**config.mk**
```make
export PLATFORM = sky130hd
export DESIGN_NAME = dst_ctrl
export DESIGN_NICKNAME = d
export VERILOG_FILES = /design/src/sv/dst_pkg.sv /design/src/sv/dst_ctrl.sv
export SDC_FILE = /design/constraint.sdc
export NUM_CORES = 1
export LEC_CHECK = 0
export BUFFER_PORTS_ARGS = -buffer_cell sky130_fd_sc_hd__clkbuf_2
export CORE_MARGIN = 1.5
export CORE_UTILIZATION = 45
export DETAILED_ROUTE_END_ITERATION = 10
export GPL_ROUTABILITY_DRIVEN = 0
export PLACE_DENSITY = 0.77
export SLEW_MARGIN = 40
export SYNTH_ARGS = -nofsm -noshare
export SYNTH_HDL_FRONTEND = slang
export SYNTH_SLANG_ARGS = --single-unit
```
**constraint.sdc**
```tcl
create_clock -name clk -period 1.65 [get_ports clk]
set_input_delay 0.165 -clock clk [delete_from_list [all_inputs] [get_ports clk]]
set_output_delay 0.165 -clock clk [all_outputs]
set_load 0.1 [all_outputs]
```
**src/sv/dst_pkg.sv**
```systemverilog
//------------------------------------------------------------------------------
// dst_pkg
// shared types and constants of the stable time step block
//------------------------------------------------------------------------------
`timescale 1ns / 1ps
package dst_pkg;
	localparam int MAX_COMPONENTS = 4;
	localparam logic [2:0] CFG_DIMS = 3'd0;
	localparam logic [2:0] CFG_UNIF = 3'd1;
	localparam logic [2:0] CFG_UDIFF = 3'd2;
	localparam logic [2:0] CFG_COUNT = 3'd3;
	localparam logic [2:0] CFG_DENS = 3'd4;

	// datapath operation selector
	localparam logic [2:0] OP_NONE = 3'd0;
	localparam logic [2:0] OP_LOAD = 3'd1;
	localparam logic [2:0] OP_SQ = 3'd2;
	localparam logic [2:0] OP_INV = 3'd3;
	localparam logic [2:0] OP_MUL = 3'd4;
	localparam logic [2:0] OP_DENS = 3'd5;
	localparam logic [2:0] OP_STEP = 3'd6;

	typedef struct packed {
		logic [2:0] op;
		logic [1:0] sel;   // size index for square / inverse
		logic       start; // start divider
	} dst_cmd_t;

	typedef struct packed {
		logic div_busy;
		logic div_done;
	} dst_stat_t;
endpackage

```
**src/sv/dst_ctrl.sv**
```systemverilog
//------------------------------------------------------------------------------
// dst_ctrl
// sequencer for one element: squares, inverses, product, density, maximum, result
//------------------------------------------------------------------------------
`timescale 1ns / 1ps
module dst_ctrl (
	input  logic               clk,
	input  logic               arst_n,
	input  logic               in_valid,
	output logic               in_ready,
	input  logic               last_element,
	input  logic [1:0]         space_dimensions,
	input  logic               density_mode,
	output dst_pkg::dst_cmd_t  cmd,
	input  dst_pkg::dst_stat_t stat,
	input  logic               step_zero,
	output logic               res_load,
	input  logic               res_free
);
	import dst_pkg::*;

	localparam logic [3:0] S_IDLE = 4'd0, S_SQ = 4'd1, S_INVS = 4'd2, S_INVW = 4'd3,
		S_MUL0 = 4'd4, S_MUL1 = 4'd5, S_DENS = 4'd6, S_DENW = 4'd7, S_FOLD = 4'd8,
		S_STS = 4'd9, S_STW = 4'd10, S_OUT = 4'd11;

	logic [3:0] st_q;
	logic [1:0] dim_q;
	logic       last_q;
	logic [1:0] nd;

	assign nd = (space_dimensions == 2'd3) ? 2'd2 : 2'd1;
	assign in_ready = (st_q == S_IDLE);

	always_comb begin
		cmd = '{op: OP_NONE, sel: dim_q, start: 1'b0};
		res_load = 1'b0;
		case (st_q)
			S_IDLE: if (in_valid) cmd = '{op: OP_LOAD, sel: 2'd0, start: 1'b0};
			S_SQ:   cmd.op = OP_SQ;
			S_INVS: begin cmd.op = OP_INV; cmd.start = 1'b1; end
			S_INVW: cmd.op = OP_INV;
			S_MUL0, S_MUL1: cmd.op = OP_MUL;
			S_DENS: begin cmd.op = OP_DENS; cmd.start = 1'b1; end
			S_DENW: cmd.op = OP_DENS;
			S_FOLD: cmd = '{op: OP_LOAD, sel: 2'd1, start: 1'b0};
			S_STS:  cmd.start = !step_zero;
			S_OUT:  if (res_free) begin
				cmd.op = OP_STEP;
				res_load = 1'b1;
			end
			default: ;
		endcase
	end

	always_ff @(posedge clk or negedge arst_n) begin
		if (!arst_n) begin
			st_q   <= S_IDLE;
			dim_q  <= '0;
			last_q <= 1'b0;
		end else begin
			case (st_q)
				S_IDLE: if (in_valid) begin
					st_q   <= S_SQ;
					dim_q  <= '0;
					last_q <= last_element;
				end
				S_SQ:   st_q <= S_INVS;
				S_INVS: st_q <= S_INVW;
				S_INVW: if (stat.div_done) begin
					if (dim_q == nd) st_q <= S_MUL0;
					else begin
						dim_q <= dim_q + 2'd1;
						st_q  <= S_SQ;
					end
				end
				S_MUL0: st_q <= S_MUL1;
				S_MUL1: st_q <= density_mode ? S_DENS : S_FOLD;
				S_DENS: st_q <= S_DENW;
				S_DENW: if (stat.div_done) st_q <= S_FOLD;
				S_FOLD: st_q <= last_q ? S_STS : S_IDLE;
				S_STS:  st_q <= step_zero ? S_OUT : S_STW;
				S_STW:  if (stat.div_done) st_q <= S_OUT;
				S_OUT:  if (res_free) st_q <= S_IDLE;
				default: st_q <= S_IDLE;
			endcase
		end
	end

	logic unused;
	assign unused = stat.div_busy;
endmodule

```
==> flow_metrics.env <==
export IMPL_ios=19
export IMPL_synth_warning_count=0
export IMPL_antenna_found_initial=0
export IMPL_fin_skew_ns=0.0148
export IMPL_yosysSeqAreaShare_pct=29.6
export IMPL_dieArea_sq_mm=0.00154
export IMPL_num_rows=12
export IMPL_yosysTopAreaCell="dfrtp_1"
export IMPL_antenna_left=0
export IMPL_worst_setup_path_start_kind="flop"
export IMPL_outcome="finished with violations"
export IMPL_crit_path_end_kind="output pin"
export IMPL_wl_met3_um=278
export IMPL_synth_nets=88
export IMPL_cp_data_required_time_ns=1.48
export IMPL_via_count=874
export IMPL_clkLatencyLatePin_ns=0.26
export IMPL_final_area_sq_mm=0.00112
export IMPL_fp_dieH_um=39.3
export IMPL_wl_met1_um=956
export IMPL_yosys_area_share_simple_pct=31.5
export IMPL_synthMuxAreaShare_pct=1.90
export IMPL_synthCells=77
export IMPL_drc=0
export IMPL_fp_dieW_um=39.3
export IMPL_h_tree_depth=1
export IMPL_numCtsBuffers=3
export IMPL_synth_avg_cell_area_sq_um=7.69
export IMPL_fillers=29
export IMPL_synth_common_cells="nand2_1, dfrtp_1, o21ai_0"
export IMPL_synth_cell_type_count=34
export IMPL_synthAdderAreaFrac_pct=0
export IMPL_rrSetupSlack_ns=0.03
export IMPL_failed_checks="setup timing"
export IMPL_finalSetupViolations=3
export IMPL_synth_edf_count=0
export IMPL_slowest_delay_ns=0.47
export IMPL_setup_slack_ns=-0.100
export IMPL_hp_class="in2reg"
export IMPL_cp_max_fo=8
export IMPL_crit_top_cell="nand2_1"
export IMPL_r2r_cells=5
export IMPL_path_clk_slew_ns=0.06
export IMPL_first_iter_violations=54
export IMPL_whs_endpoint="last_q"
export IMPL_worstSetupPathType="reg2out"
export IMPL_routed_top_layer="met4"
export IMPL_grt_pass1_wl_um=3410
export IMPL_worst_slew_pin_transition_ns=0.381
export IMPL_min_period_ns=1.75
export IMPL_rsz0062_at_grt="yes"
export IMPL_syn_cell_area_sq_um=592
export IMPL_placed_area_sq_um=978
export IMPL_grt_max_degree=10
export IMPL_root_buffer="clkbuf_4"
export IMPL_timing_final_crit_share_pct=106
export IMPL_port_buffers=17
export IMPL_wl_met2_um=1250
export IMPL_final_net_count=127
export IMPL_path_cells="buf_4, nand2_1, nand2_1, nand2_1, a21oi_2, buf_12"
export IMPL_r2r_start="st_q[0]"
export IMPL_async_flop_share_pct=100
export IMPL_final_setup_tns_ns=-0.180
export IMPL_grt_pass1_vias=778
export IMPL_cts_sink_count=7
export IMPL_synth_seq_cells=7
export IMPL_synth_compound_area_share_pct=31.7
export IMPL_maxCapViolCount=0
export IMPL_avgViaCountPerCell=6.78
export IMPL_timing_hold_worst_start="last_element"
export IMPL_whs_path_depth=2
export IMPL_cts_tree="done"
export IMPL_maxSlewViolCount=0
export IMPL_n_antenna_cell=0
export IMPL_synth_top_family_by_area="compound AO/OA/AOI/OAI gates"
export IMPL_worstPathArrival_ns=1.59
export IMPL_ys_flop_type="dfrtp_1"
export IMPL_grtUsageTotal_pct=34.3
export IMPL_initial_core_util_pct=50.5
export IMPL_drt_first_pass_iters=4
export IMPL_r2r_end="st_q[0]"
export IMPL_core_area_sq_mm=0.00117
export IMPL_netlist_top_cells_area="dfrtp_1, nand2_1, a22o_1, o21ai_0, nand2b_1"
export IMPL_synth_xor_area_share_pct=0
export IMPL_fin_util_pct=95.9
export IMPL_slew_headroom_pct=74.4
export IMPL_synth_top_cell_area_share_pct=29.6
export IMPL_finalWirelength_um=2670
export IMPL_clk_path_buf_depth=2
export IMPL_cp_slowest_cell="dfrtp_2"
export IMPL_overflow=0
export IMPL_fmax_mhz=571
export IMPL_wl_per_cell_um=20.7
export IMPL_drive_above_1_share_pct=54.8
export IMPL_dpl_hpwl_um=1420
export IMPL_syn_to_final_growth_pct=89.9
export IMPL_hold_viol=0
export IMPL_yosysMostFrequentCell="nand2_1"
[cells by family after synthesis]
group,after synthesis
AOI/OAI and AO/OA,27
buffers and inverters,8
DFF,7
and+or+nand+nor,34
muxes,1
[metal layers]
layer,vias to the layer above,GRT usage [%]
li1,361,-
met3,24,9.09
met5,-,0
met2,77,62.1
met4,0,16.4
met1,412,36.0
[worst max path at each step]
stage / start / to / slack (ns)
floorplan: st_q[1] / dim_q[1] / -0.62
global placement: st_q[0] / st_q[0] / 0.1
finish: st_q[0] / cmd[4] / -0.10
CTS: dim_q[0] / st_q[0] / 0.007
global route: st_q[0] / cmd[4] / -0.13
detailed placement: dim_q[0] / st_q[0] / 0.03
[cell usage in the layout (no fill, tap or decap), drive strengths merged]
master	instances
a21boi	1
a211oi	1
o21bai	1
nand4b	1
buf	28
mux2	1
nor2b	1
a221o	1
nor3	4
or3b	1
o2bb2ai	1
nand2	12
or3	1
nor4	1
o2111ai	1
nand3b	2
a22o	4
o21a	1
dfrtp	7
a31o	1
nor3b	1
nand2b	4
o21ai	7
inv	4
clkbuf	13
dlygate4sd3	1
a21o	1
o211ai	1
nor2	1
a21oi	5
nand3	2
and2	3
o22ai	1
[worst max-delay path: cells and delay by family (launching register included)]
| kind | cells | cell delay (ns) |
|---|---|---|
| compound gates | 1 | 0.23 |
| flops | 1 | 0.47 |
| simple gates | 3 | 0.23 |
| buf+inv | 2 | 0.41 |
[what timing repair did]
item                       in CTS  in global routing
hold endpoints to repair        7                  0
gates resized for setup         4                 12
hold buffers                    1                  0
pin swaps                       1                  4
setup endpoints to repair       6                  8
setup buffers                   4                  2
[sequential cells by signal, summed over array words and instances, names as in the netlist]
register,count
st_q,4
dim_q,2
last_q,1
[through the flow]
stage / hold WS (ns) / instances / worst slack [ns]
floorplan: -0.131 / 77 / -0.621
global placement: 0.00214 / 118 / 0.0970
global route: 0.128 / 129 / -0.134
CTS: 0.150 / 127 / 0.00744
finish: 0.137 / 129 / -0.100
detailed placement: 0.00501 / 118 / 0.0333
[layout make-up]
cell class	instances	area, sq um	area share [%]
Clock buffer	4	26.3	2.34
Inverter	4	15.0	1.34
Multi-Input combinational cell	62	509	45.3
Sequential cell	7	179	15.9
Tap cell	14	17.5	1.56
Timing Repair Buffer	38	377	33.5
Power is not shown: default switching activity piles up to over one toggle a cycle in this logic, so the estimate is an artifact.
